===== src/hw/rtl/chunk_datagram_deframer_unit_assert.svh =====
// ----------------------------------------------------------------------------
// chunk datagram deframer assertion macros
// shared concurrent assertion forms, clocked on clock, quiet in reset
// ----------------------------------------------------------------------------
`ifndef CHUNK_DATAGRAM_DEFRAMER_UNIT_ASSERT_SVH
`define CHUNK_DATAGRAM_DEFRAMER_UNIT_ASSERT_SVH

// same-cycle implication
`define CDD_ASSERT_SAME(label, ante, cons, msg) \
   label: assert property (@(posedge clock) disable iff (reset) (ante) |-> (cons)) \
      else $error(msg);

// next-cycle implication
`define CDD_ASSERT_NEXT(label, ante, cons, msg) \
   label: assert property (@(posedge clock) disable iff (reset) (ante) |=> (cons)) \
      else $error(msg);

`endif


===== src/hw/rtl/cdd_pkg.sv =====
// ----------------------------------------------------------------------------
// cdd_pkg
// shared types and codes of the chunk datagram deframer
// ----------------------------------------------------------------------------
`timescale 1ns / 1ps
`default_nettype none

package cdd_pkg;

   // result kinds
   localparam logic [1:0] KIND_CHUNK  = 2'd0;
   localparam logic [1:0] KIND_SENDER = 2'd1;
   localparam logic [1:0] KIND_NAME   = 2'd2;
   localparam logic [1:0] KIND_STATUS = 2'd3;

   // status codes
   localparam logic [1:0] STATUS_OK        = 2'd0;
   localparam logic [1:0] STATUS_BAD_START = 2'd1;
   localparam logic [1:0] STATUS_BAD_END   = 2'd2;
   localparam logic [1:0] STATUS_TRUNCATED = 2'd3;

   // framing markers
   localparam logic [7:0] MARK_START    = 8'h01;
   localparam logic [7:0] MARK_END      = 8'h03;
   localparam logic [1:0] MARKER_LENGTH = 2'd3;

   // result queue depth, a power of two of at least two
   localparam int QUEUE_DEPTH = 4;

   // one result item without its position
   typedef struct packed {
      logic [1:0]  kind;
      logic [7:0]  byte_value;
      logic [1:0]  status;
      logic [31:0] message_size;
      logic [31:0] file_id;
      logic [31:0] total_size;
      logic [31:0] chunk_length;
      logic [31:0] chunk_offset;
      logic [31:0] source_size;
      logic        last_result;
   } cdd_result_type;

   // results pushed in one cycle
   typedef struct packed {
      logic first;
      logic second;
   } cdd_push_type;

endpackage

`default_nettype wire


===== src/hw/rtl/cdd_parser.sv =====
// ----------------------------------------------------------------------------
// cdd_parser
// per-byte phase tracking, header collection and result building
// ----------------------------------------------------------------------------
`timescale 1ns / 1ps
`default_nettype none

`include "chunk_datagram_deframer_unit_assert.svh"

module cdd_parser import cdd_pkg::*; #(
   parameter int POSITION_WIDTH = 16
) (
   input  wire logic                      clock,
   input  wire logic                      reset,
   input  wire logic                      take,
   input  wire logic [7:0]                in_byte,
   input  wire logic                      end_of_datagram,
   output cdd_push_type                   push,
   output cdd_result_type                 first_result,
   output logic [POSITION_WIDTH-1:0]      first_position,
   output cdd_result_type                 second_result
);

   localparam logic [3:0] PH_START  = 4'd0;
   localparam logic [3:0] PH_MSIZE  = 4'd1;
   localparam logic [3:0] PH_SLEN   = 4'd2;
   localparam logic [3:0] PH_SENDER = 4'd3;
   localparam logic [3:0] PH_FID    = 4'd4;
   localparam logic [3:0] PH_TOTAL  = 4'd5;
   localparam logic [3:0] PH_NLEN   = 4'd6;
   localparam logic [3:0] PH_NAME   = 4'd7;
   localparam logic [3:0] PH_CLEN   = 4'd8;
   localparam logic [3:0] PH_COFF   = 4'd9;
   localparam logic [3:0] PH_CHUNK  = 4'd10;
   localparam logic [3:0] PH_SRC    = 4'd11;
   localparam logic [3:0] PH_END    = 4'd12;
   localparam logic [3:0] PH_DONE   = 4'd13;
   localparam logic [3:0] PH_SKIP   = 4'd14;

   logic [3:0]  phase_ff, phase_in;
   logic [31:0] count_ff, count_in;
   logic [31:0] acc_ff, acc_in;
   logic [7:0]  sender_len_ff, sender_len_in;
   logic [7:0]  name_len_ff, name_len_in;
   logic [31:0] msize_ff, msize_in;
   logic [31:0] fid_ff, fid_in;
   logic [31:0] total_ff, total_in;
   logic [31:0] clen_ff, clen_in;
   logic [31:0] coff_ff, coff_in;
   logic [31:0] src_ff, src_in;
   logic [1:0]  error_ff, error_in;

   logic [31:0] count_inc;
   logic [31:0] byte_shifted;
   logic [31:0] word_value;
   logic        word_done;
   logic [31:0] stream_len;
   logic        stream_done;
   logic        is_stream;
   logic [1:0]  stream_kind;
   logic [1:0]  status_code;
   logic        eod_take;
   cdd_result_type stream_rec;
   cdd_result_type status_rec;

   assign count_inc = count_ff + 32'd1;

   // little-endian byte lane of the word being collected
   always_comb begin
      case (count_ff[1:0])
         2'd0:    byte_shifted = {24'd0, in_byte};
         2'd1:    byte_shifted = {16'd0, in_byte, 8'd0};
         2'd2:    byte_shifted = {8'd0, in_byte, 16'd0};
         2'd3:    byte_shifted = {in_byte, 24'd0};
         default: byte_shifted = 32'd0;
      endcase
   end

   assign word_value = acc_ff | byte_shifted;
   assign word_done  = (count_ff[1:0] == 2'd3);

   always_comb begin
      case (phase_ff)
         PH_SENDER: stream_len = {24'd0, sender_len_ff};
         PH_NAME:   stream_len = {24'd0, name_len_ff};
         default:   stream_len = clen_ff;
      endcase
   end

   assign stream_done = (count_inc == stream_len);

   always_comb begin
      phase_in      = phase_ff;
      count_in      = count_ff;
      acc_in        = acc_ff;
      sender_len_in = sender_len_ff;
      name_len_in   = name_len_ff;
      msize_in      = msize_ff;
      fid_in        = fid_ff;
      total_in      = total_ff;
      clen_in       = clen_ff;
      coff_in       = coff_ff;
      src_in        = src_ff;
      error_in      = error_ff;
      is_stream     = 1'b0;
      stream_kind   = KIND_CHUNK;
      status_code   = STATUS_OK;
      eod_take      = take && end_of_datagram;

      case (phase_ff)
         PH_START: begin
            if (in_byte != MARK_START) begin
               error_in = STATUS_BAD_START;
               phase_in = PH_SKIP;
            end else if (count_inc[1:0] == MARKER_LENGTH) begin
               count_in = 32'd0;
               phase_in = PH_MSIZE;
            end else begin
               count_in = count_inc;
            end
         end
         PH_MSIZE, PH_FID, PH_TOTAL, PH_CLEN, PH_COFF, PH_SRC: begin
            count_in = {30'd0, count_inc[1:0]};
            acc_in   = word_done ? 32'd0 : word_value;
            if (word_done) begin
               case (phase_ff)
                  PH_MSIZE: begin
                     msize_in = word_value;
                     phase_in = PH_SLEN;
                  end
                  PH_FID: begin
                     fid_in   = word_value;
                     phase_in = PH_TOTAL;
                  end
                  PH_TOTAL: begin
                     total_in = word_value;
                     phase_in = PH_NLEN;
                  end
                  PH_CLEN: begin
                     clen_in  = word_value;
                     phase_in = PH_COFF;
                  end
                  PH_COFF: begin
                     coff_in  = word_value;
                     phase_in = (clen_ff != 32'd0) ? PH_CHUNK : PH_SRC;
                  end
                  default: begin
                     src_in   = word_value;
                     phase_in = PH_END;
                  end
               endcase
            end
         end
         PH_SLEN: begin
            sender_len_in = in_byte;
            count_in      = 32'd0;
            phase_in      = (in_byte != 8'd0) ? PH_SENDER : PH_FID;
         end
         PH_NLEN: begin
            name_len_in = in_byte;
            count_in    = 32'd0;
            phase_in    = (in_byte != 8'd0) ? PH_NAME : PH_CLEN;
         end
         PH_SENDER, PH_NAME, PH_CHUNK: begin
            is_stream = 1'b1;
            count_in  = stream_done ? 32'd0 : count_inc;
            case (phase_ff)
               PH_SENDER: begin
                  stream_kind = KIND_SENDER;
                  if (stream_done) phase_in = PH_FID;
               end
               PH_NAME: begin
                  stream_kind = KIND_NAME;
                  if (stream_done) phase_in = PH_CLEN;
               end
               default: begin
                  stream_kind = KIND_CHUNK;
                  if (stream_done) phase_in = PH_SRC;
               end
            endcase
         end
         PH_END: begin
            if (in_byte != MARK_END && error_ff == STATUS_OK) error_in = STATUS_BAD_END;
            if (count_inc[1:0] == MARKER_LENGTH) begin
               count_in = 32'd0;
               phase_in = PH_DONE;
            end else begin
               count_in = count_inc;
            end
         end
         default: begin
            // done or skipping: bytes ignored
         end
      endcase

      // status reflects the state after this byte
      if (error_in != STATUS_OK) status_code = error_in;
      else if (phase_in != PH_DONE) status_code = STATUS_TRUNCATED;
      else status_code = STATUS_OK;

      status_rec              = '0;
      status_rec.kind         = KIND_STATUS;
      status_rec.status       = status_code;
      status_rec.message_size = msize_in;
      status_rec.file_id      = fid_in;
      status_rec.total_size   = total_in;
      status_rec.chunk_length = clen_in;
      status_rec.chunk_offset = coff_in;
      status_rec.source_size  = src_in;
      status_rec.last_result  = 1'b1;

      stream_rec            = '0;
      stream_rec.kind       = stream_kind;
      stream_rec.byte_value = in_byte;

      // each datagram is parsed afresh
      if (end_of_datagram) begin
         phase_in      = PH_START;
         count_in      = 32'd0;
         acc_in        = 32'd0;
         sender_len_in = 8'd0;
         name_len_in   = 8'd0;
         msize_in      = 32'd0;
         fid_in        = 32'd0;
         total_in      = 32'd0;
         clen_in       = 32'd0;
         coff_in       = 32'd0;
         src_in        = 32'd0;
         error_in      = STATUS_OK;
      end

      push.first     = take && (is_stream || end_of_datagram);
      push.second    = eod_take && is_stream;
      first_result   = is_stream ? stream_rec : status_rec;
      first_position = is_stream ? count_ff[POSITION_WIDTH-1:0] : '0;
      second_result  = status_rec;
   end

   always_ff @(posedge clock) begin
      if (reset) begin
         phase_ff      <= PH_START;
         count_ff      <= 32'd0;
         acc_ff        <= 32'd0;
         sender_len_ff <= 8'd0;
         name_len_ff   <= 8'd0;
         msize_ff      <= 32'd0;
         fid_ff        <= 32'd0;
         total_ff      <= 32'd0;
         clen_ff       <= 32'd0;
         coff_ff       <= 32'd0;
         src_ff        <= 32'd0;
         error_ff      <= STATUS_OK;
      end else if (take) begin
         phase_ff      <= phase_in;
         count_ff      <= count_in;
         acc_ff        <= acc_in;
         sender_len_ff <= sender_len_in;
         name_len_ff   <= name_len_in;
         msize_ff      <= msize_in;
         fid_ff        <= fid_in;
         total_ff      <= total_in;
         clen_ff       <= clen_in;
         coff_ff       <= coff_in;
         src_ff        <= src_in;
         error_ff      <= error_in;
      end
   end

   `CDD_ASSERT_NEXT(a_fresh_after_status, eod_take, phase_ff == PH_START && error_ff == STATUS_OK, "parser not cleared after status record")
   `CDD_ASSERT_SAME(a_stream_phase, push.first && is_stream, phase_ff == PH_SENDER || phase_ff == PH_NAME || phase_ff == PH_CHUNK, "streamed byte outside a byte field")
   `CDD_ASSERT_SAME(a_second_is_status, push.second, end_of_datagram && push.first, "second result without end of datagram")

endmodule

`default_nettype wire


===== src/hw/rtl/cdd_result_queue.sv =====
// ----------------------------------------------------------------------------
// cdd_result_queue
// small result queue taking up to two entries and giving one per cycle while out_stall is low
// ----------------------------------------------------------------------------
`timescale 1ns / 1ps
`default_nettype none

`include "chunk_datagram_deframer_unit_assert.svh"

module cdd_result_queue import cdd_pkg::*; #(
   parameter int WIDTH = 8
) (
   input  wire logic             clock,
   input  wire logic             reset,
   input  wire cdd_push_type     push,
   input  wire logic [WIDTH-1:0] first_data,
   input  wire logic [WIDTH-1:0] second_data,
   output logic                  has_room,
   output logic                  out_valid,
   input  wire logic             out_stall,
   output logic [WIDTH-1:0]      out_data
);

   localparam int PTR_W = $clog2(QUEUE_DEPTH);
   localparam int CNT_W = PTR_W + 1;

   logic [WIDTH-1:0] data_ff [QUEUE_DEPTH];
   logic [PTR_W-1:0] wr_ptr_ff, wr_ptr_in;
   logic [PTR_W-1:0] rd_ptr_ff, rd_ptr_in;
   logic [CNT_W-1:0] count_ff, count_in;
   logic [PTR_W-1:0] wr_next;
   logic [CNT_W-1:0] push_count;
   logic             pop;

   assign wr_next    = wr_ptr_ff + PTR_W'(1);
   assign push_count = CNT_W'(push.first) + CNT_W'(push.second);
   assign out_valid  = (count_ff != '0);
   assign pop        = out_valid && !out_stall;
   assign has_room   = (count_ff <= CNT_W'(QUEUE_DEPTH - 2));
   assign out_data   = data_ff[rd_ptr_ff];

   always_comb begin
      wr_ptr_in = wr_ptr_ff + PTR_W'(push_count);
      rd_ptr_in = pop ? rd_ptr_ff + PTR_W'(1) : rd_ptr_ff;
      count_in  = count_ff + push_count - CNT_W'(pop);
   end

   always_ff @(posedge clock) begin
      if (push.first) data_ff[wr_ptr_ff] <= first_data;
      if (push.second) data_ff[wr_next] <= second_data;
   end

   always_ff @(posedge clock) begin
      if (reset) begin
         wr_ptr_ff <= '0;
         rd_ptr_ff <= '0;
         count_ff  <= '0;
      end else begin
         wr_ptr_ff <= wr_ptr_in;
         rd_ptr_ff <= rd_ptr_in;
         count_ff  <= count_in;
      end
   end

   `CDD_ASSERT_SAME(a_no_overflow, push_count != '0, count_ff <= CNT_W'(QUEUE_DEPTH) - push_count + CNT_W'(pop), "result queue overflow")
   `CDD_ASSERT_SAME(a_count_bound, 1'b1, count_ff <= CNT_W'(QUEUE_DEPTH), "result queue count out of range")
   `CDD_ASSERT_NEXT(a_pop_only, pop && push_count == '0, count_ff == $past(count_ff) - CNT_W'(1), "result queue count lost a pop")

endmodule

`default_nettype wire


===== src/hw/rtl/chunk_datagram_deframer_unit.sv =====
// ----------------------------------------------------------------------------
// chunk_datagram_deframer_unit
// parses chunk datagrams one byte per transfer, streams sender, name and chunk
// bytes and closes each datagram with a status record of its word-sized fields
// ----------------------------------------------------------------------------
//
//   channel | direction | handshake            | payload
//   --------+-----------+----------------------+-----------------------------
//   req     | in        | req_valid/req_stall  | in_byte, end_of_datagram
//   rsp     | out       | rsp_valid/rsp_stall  | kind, byte_value, position,
//           |           |                      | status, header fields, last
//
// one byte transfer per cycle while req_stall is low; its results go into
// a four-entry queue the next cycle, in the order they were given
// a byte with end_of_datagram may give two results (streamed byte, status);
// the queue sends them one at a time, one per cycle while rsp_stall is low
// req_stall rises when fewer than two queue entries are free; it comes from
// a register only and never from rsp_stall directly
// synchronous reset returns the parser to waiting for a start marker and
// empties the queue; no clearing pass is needed
// ----------------------------------------------------------------------------
`timescale 1ns / 1ps
`default_nettype none

module chunk_datagram_deframer_unit import cdd_pkg::*; #(
   parameter int POSITION_WIDTH = 16
) (
   input  wire logic                      clock,
   input  wire logic                      reset,
   // byte input
   input  wire logic                      req_valid,
   output logic                           req_stall,
   input  wire logic [7:0]                req_in_byte,
   input  wire logic                      req_end_of_datagram,
   // results
   output logic                           rsp_valid,
   input  wire logic                      rsp_stall,
   output logic [1:0]                     rsp_kind,
   output logic [7:0]                     rsp_byte_value,
   output logic [POSITION_WIDTH-1:0]      rsp_byte_position,
   output logic [1:0]                     rsp_status,
   output logic [31:0]                    rsp_message_size,
   output logic [31:0]                    rsp_file_id,
   output logic [31:0]                    rsp_total_size,
   output logic [31:0]                    rsp_chunk_length,
   output logic [31:0]                    rsp_chunk_offset,
   output logic [31:0]                    rsp_source_size,
   output logic                           rsp_last_result
);

   // queue entry: position on top of the result record
   localparam int REC_W   = $bits(cdd_result_type);
   localparam int ENTRY_W = POSITION_WIDTH + REC_W;

   logic                      take;
   logic                      has_room;
   cdd_push_type              push;
   cdd_result_type            first_result;
   cdd_result_type            second_result;
   logic [POSITION_WIDTH-1:0] first_position;
   logic [ENTRY_W-1:0]        head;
   cdd_result_type            head_rec;

   // a byte transfer happens only with room for both possible results
   assign req_stall = !has_room;
   assign take      = req_valid && !req_stall;

   cdd_parser #(
      .POSITION_WIDTH (POSITION_WIDTH)
   ) u_parser (
      .clock           (clock),
      .reset           (reset),
      .take            (take),
      .in_byte         (req_in_byte),
      .end_of_datagram (req_end_of_datagram),
      .push            (push),
      .first_result    (first_result),
      .first_position  (first_position),
      .second_result   (second_result)
   );

   // the status record always carries position zero
   cdd_result_queue #(
      .WIDTH (ENTRY_W)
   ) u_queue (
      .clock       (clock),
      .reset       (reset),
      .push        (push),
      .first_data  ({first_position, first_result}),
      .second_data ({{POSITION_WIDTH{1'b0}}, second_result}),
      .has_room    (has_room),
      .out_valid   (rsp_valid),
      .out_stall   (rsp_stall),
      .out_data    (head)
   );

   // unpack the head entry onto the result ports
   assign head_rec          = cdd_result_type'(head[REC_W-1:0]);
   assign rsp_byte_position = head[ENTRY_W-1 -: POSITION_WIDTH];
   assign rsp_kind          = head_rec.kind;
   assign rsp_byte_value    = head_rec.byte_value;
   assign rsp_status        = head_rec.status;
   assign rsp_message_size  = head_rec.message_size;
   assign rsp_file_id       = head_rec.file_id;
   assign rsp_total_size    = head_rec.total_size;
   assign rsp_chunk_length  = head_rec.chunk_length;
   assign rsp_chunk_offset  = head_rec.chunk_offset;
   assign rsp_source_size   = head_rec.source_size;
   assign rsp_last_result   = head_rec.last_result;

endmodule

`default_nettype wire

===== config.mk =====
export PLATFORM = sky130hd
export DESIGN_NAME = chunk_datagram_deframer_unit
export DESIGN_NICKNAME = d
export VERILOG_FILES = /design/src/hw/rtl/cdd_pkg.sv /design/src/hw/rtl/cdd_parser.sv /design/src/hw/rtl/cdd_result_queue.sv /design/src/hw/rtl/chunk_datagram_deframer_unit.sv
export VERILOG_INCLUDE_DIRS = /design/src /design/src/hw/rtl
export SDC_FILE = /design/constraint.sdc
export NUM_CORES = 2
export LEC_CHECK = 0
export ABC_CLOCK_PERIOD_IN_PS = 14600
export BUFFER_PORTS_ARGS = -buffer_cell sky130_fd_sc_hd__clkbuf_2
export CORE_ASPECT_RATIO = 1.25
export CORE_UTILIZATION = 58
export CTS_BUF_LIST = sky130_fd_sc_hd__clkbuf_2
export CTS_CLUSTER_SIZE = 28
export DETAILED_ROUTE_END_ITERATION = 8
export HOLD_SLACK_MARGIN = 0.05
export MAX_ROUTING_LAYER = met4
export PLACE_DENSITY = 0.89
export SLEW_MARGIN = 20
export SYNTH_ARGS = -nofsm -noshare
export SYNTH_HDL_FRONTEND = slang
export SYNTH_SLANG_ARGS = --single-unit

===== constraint.sdc =====
create_clock -name clock -period 14.6 [get_ports clock]
set_clock_uncertainty 0.05 [all_clocks]
set_input_delay 0.73 -clock clock [delete_from_list [all_inputs] [get_ports clock]]
set_output_delay 0.73 -clock clock [all_outputs]
set_load 0.01 [all_outputs]

==> flow_summary.json <==
{
  "yosysUniqueCellTypes": 77,
  "via_per_inst": 6.32,
  "syn_nets": 4528,
  "grt_overflow": 0,
  "dieWidth_um": 266,
  "ant_nets": 0,
  "ctsResizeCount": 0,
  "cp_max_fo": 103,
  "end_kind": "flop",
  "finalNonFillerCells": 6100,
  "synth.area.top_cells": "edfxtp_1 46%, dfxtp_1 16%, nor2_1 10%",
  "ios": 236,
  "grt_pass1_vias": 38100,
  "place_congestion": 0.883,
  "fin_nets": 4757,
  "async_reset_ff_share_pct": 0,
  "cts_inserted_buffers": 287,
  "status": "complete, no violations",
  "cts.sinks": 1171,
  "grt_max_degree": 169,
  "insertion_delay_ns": 1.49,
  "synth_top_cell_by_area": "edfxtp_1",
  "synth_seq_area_share_pct": 61.9,
  "totalWireLength_mm": 142,
  "report.final.slew_viol_count": 0,
  "layout_common_cells": "1353 x nor2_1, 776 x edfxtp_1, 681 x clkbuf_2",
  "h-tree-depth": 5,
  "cts.path.max_buffers": 4,
  "finalCriticalPeriod_ns": 7.07,
  "worstSetupStartpointType": "flop",
  "hold_violations": 0,
  "drtIter0Drc": 5365,
  "via_count": 38500,
  "drv_cap": 0,
  "ir_worst_vdd_uv": 90.3,
  "fmaxAchievable_mhz": 141,
  "cts_tree": "done",
  "antenna_found_initial": 3,
  "drcViolationCount": 0,
  "dp.cells": 5590,
  "port_buffers": 235,
  "syn_area_per_cell_um2": 11.2,
  "cts-root-buf": "clkbuf_2",
  "wl_per_cell_um": 23.3,
  "cellLeakagePower_nw": 16.9,
  "synth_enable_flop_cells": 776,
  "final_common_cell": "nor2_1",
  "fin_crit_sh_pct": 48.4,
  "p_per_area_mw_per_mm2": 135,
  "ys.flop_type": "edfxtp_1",
  "die_h_um": 332,
  "rsz0062_at_grt": "no",
  "finalSetupViolCount": 0,
  "syn_inst": 4504,
  "initial_utilization_pct": 58.7,
  "maxSlewHeadroom_pct": 11.6,
  "synth_area_mm2": 0.0504,
  "dr.pass1.iters": 9,
  "hpwl_mm": 81.3,
  "layout-drive-gt1-share_pct": 21.1,
  "grt_pass1_wl_mm": 214,
  "rows": 120,
  "yosysTopAreaCellShare_pct": 46.2,
  "worst_ep_required_time_ns": 15.58,
  "tns_ns": 0,
  "worst_pin_slew_ns": 1.33,
  "yosysWarningCount": 0,
  "grt.total_usage_pct": 32.9,
  "cts.reportedPaths.clkPinSlew_ns": 0.10,
  "hold_class": "input port to flop",
  "ys_ff_latch": 1171,
  "crit_type": "flop to flop",
  "syn_to_final_growth_pct": 9.07,
  "worstPathArrival_ns": 8.04,
  "coreArea_mm2": 0.0859,
  "die_area_mm2": 0.0881
}
[through the flow]
stage               area (um2)  util (%)  hold WS [ns]  total power, W  setup WS [ns]
CTS                      55000      64.0         0.113         0.00740           7.86
global route             55000      64.1         0.231         0.00766           7.34
finish                   55000      64.1         0.254         0.00741           7.53
detailed placement       52400      61.0         0.388         0.00534           7.97
floorplan                50400         -         0.368         0.00478           3.78
global placement         52400      61.0         0.380         0.00533           8.00
[final cells by class]
type                       count  area (um2)
timing repair buffer         304        1830
multi-input combinational   2945       17900
clock inverter                46         229
antenna                        4        10.0
sequential                  1171       31200
tap                         1159        1450
fill                        6198       30900
inverter                      24        90.1
clock buffer                 447        2240
[sequential cells by signal, summed over array words and instances, names as in the netlist, 3 cells and up, named ones only]
signal                  cells
u_queue.data_ff           884
u_parser.acc_ff            32
u_parser.total_ff          32
u_parser.coff_ff           32
u_parser.phase_ff           4
u_parser.name_len_ff        8
u_parser.sender_len_ff      8
u_parser.fid_ff            32
u_parser.msize_ff          32
u_parser.clen_ff           32
u_parser.src_ff            32
u_parser.count_ff          32
u_queue.count_ff            3
[metal layers]
layer | routed length, um | up-vias | global-route usage [%]
li1 | - | 16600 | -
met1 | 46700 | 18400 | 38.0
met2 | 67300 | 3041 | 51.0
met3 | 18700 | 523 | 8.71
met4 | 9600 | 0 | 21.0
met5 | 0 | - | -
[cell families (layout without fill, tap and decap cells)]
family	Yosys count	after routing	share of synthesized area [%]
AND/OR/NAND/NOR	1952	1952	16.0
flip-flops	1171	1171	61.9
AO/OA/AOI/OAI	691	691	7.54
buffers and inverters	388	821	2.98
multiplexers	242	242	10.3
XOR/XNOR	48	48	0.945
adder cells (fa/ha/maj)	12	12	0.308
other	0	4	0
[worst paths after layout]
check,start,to,slack [ns],cells after the start
max reg2reg,u_parser.phase_ff[0],u_queue.data_ff[2][78],7.53,9
min,rsp_stall,u_queue.rd_ptr_ff[0],0.25,5
max,u_parser.phase_ff[0],u_queue.data_ff[2][78],7.53,9
min reg2reg,u_queue.data_ff[3][0],u_queue.data_ff[3][0],0.40,2
[Yosys cell counts (all sizes together), types with 4 or more instances]
master	count
a211o	5
a211oi	6
a21boi	4
a21o	11
a21oi	459
a22o	4
a22oi	21
a32oi	4
and2	14
and3	12
and4	8
buf	96
clkbuf	268
dfxtp	395
edfxtp	776
ha	10
inv	24
mux2	11
mux2i	10
mux4	221
nand2	273
nand2b	21
nand3	123
nand4	12
nor2	1362
nor2b	13
nor3	44
nor4	25
nor4b	9
o211ai	10
o21a	5
o21ai	118
o31ai	15
or2	6
or3	12
or4	9
xnor2	26
xor2	18
[repair_timing]
| action | CTS | global route |
|---|---|---|
| hold endpoints to repair | 128 | 0 |
| endpoints found under the setup margin | 0 | 0 |
| hold buffers | 12 | 0 |
| setup buffers | 0 | 0 |
[critical path, stage by stage (launching register included)]
cell and delay (ns):
dfxtp_1 0.75, nand2b_1 0.35, a21oi_4 0.21, buf_4 0.79, o21ai_0 0.58, or2_2 0.73, nand2_4 0.47, buf_4 0.72
buf_4 0.86, buf_4 0.83
[power by group]
group | internal, W | switching, W
registers | 0.00366 | 0.0000972
clock network | 0.000833 | 0.00128
logic | 0.000588 | 0.000953
total | 0.00508 | 0.00233
Note: power is estimated with default switching activity, not from simulation.
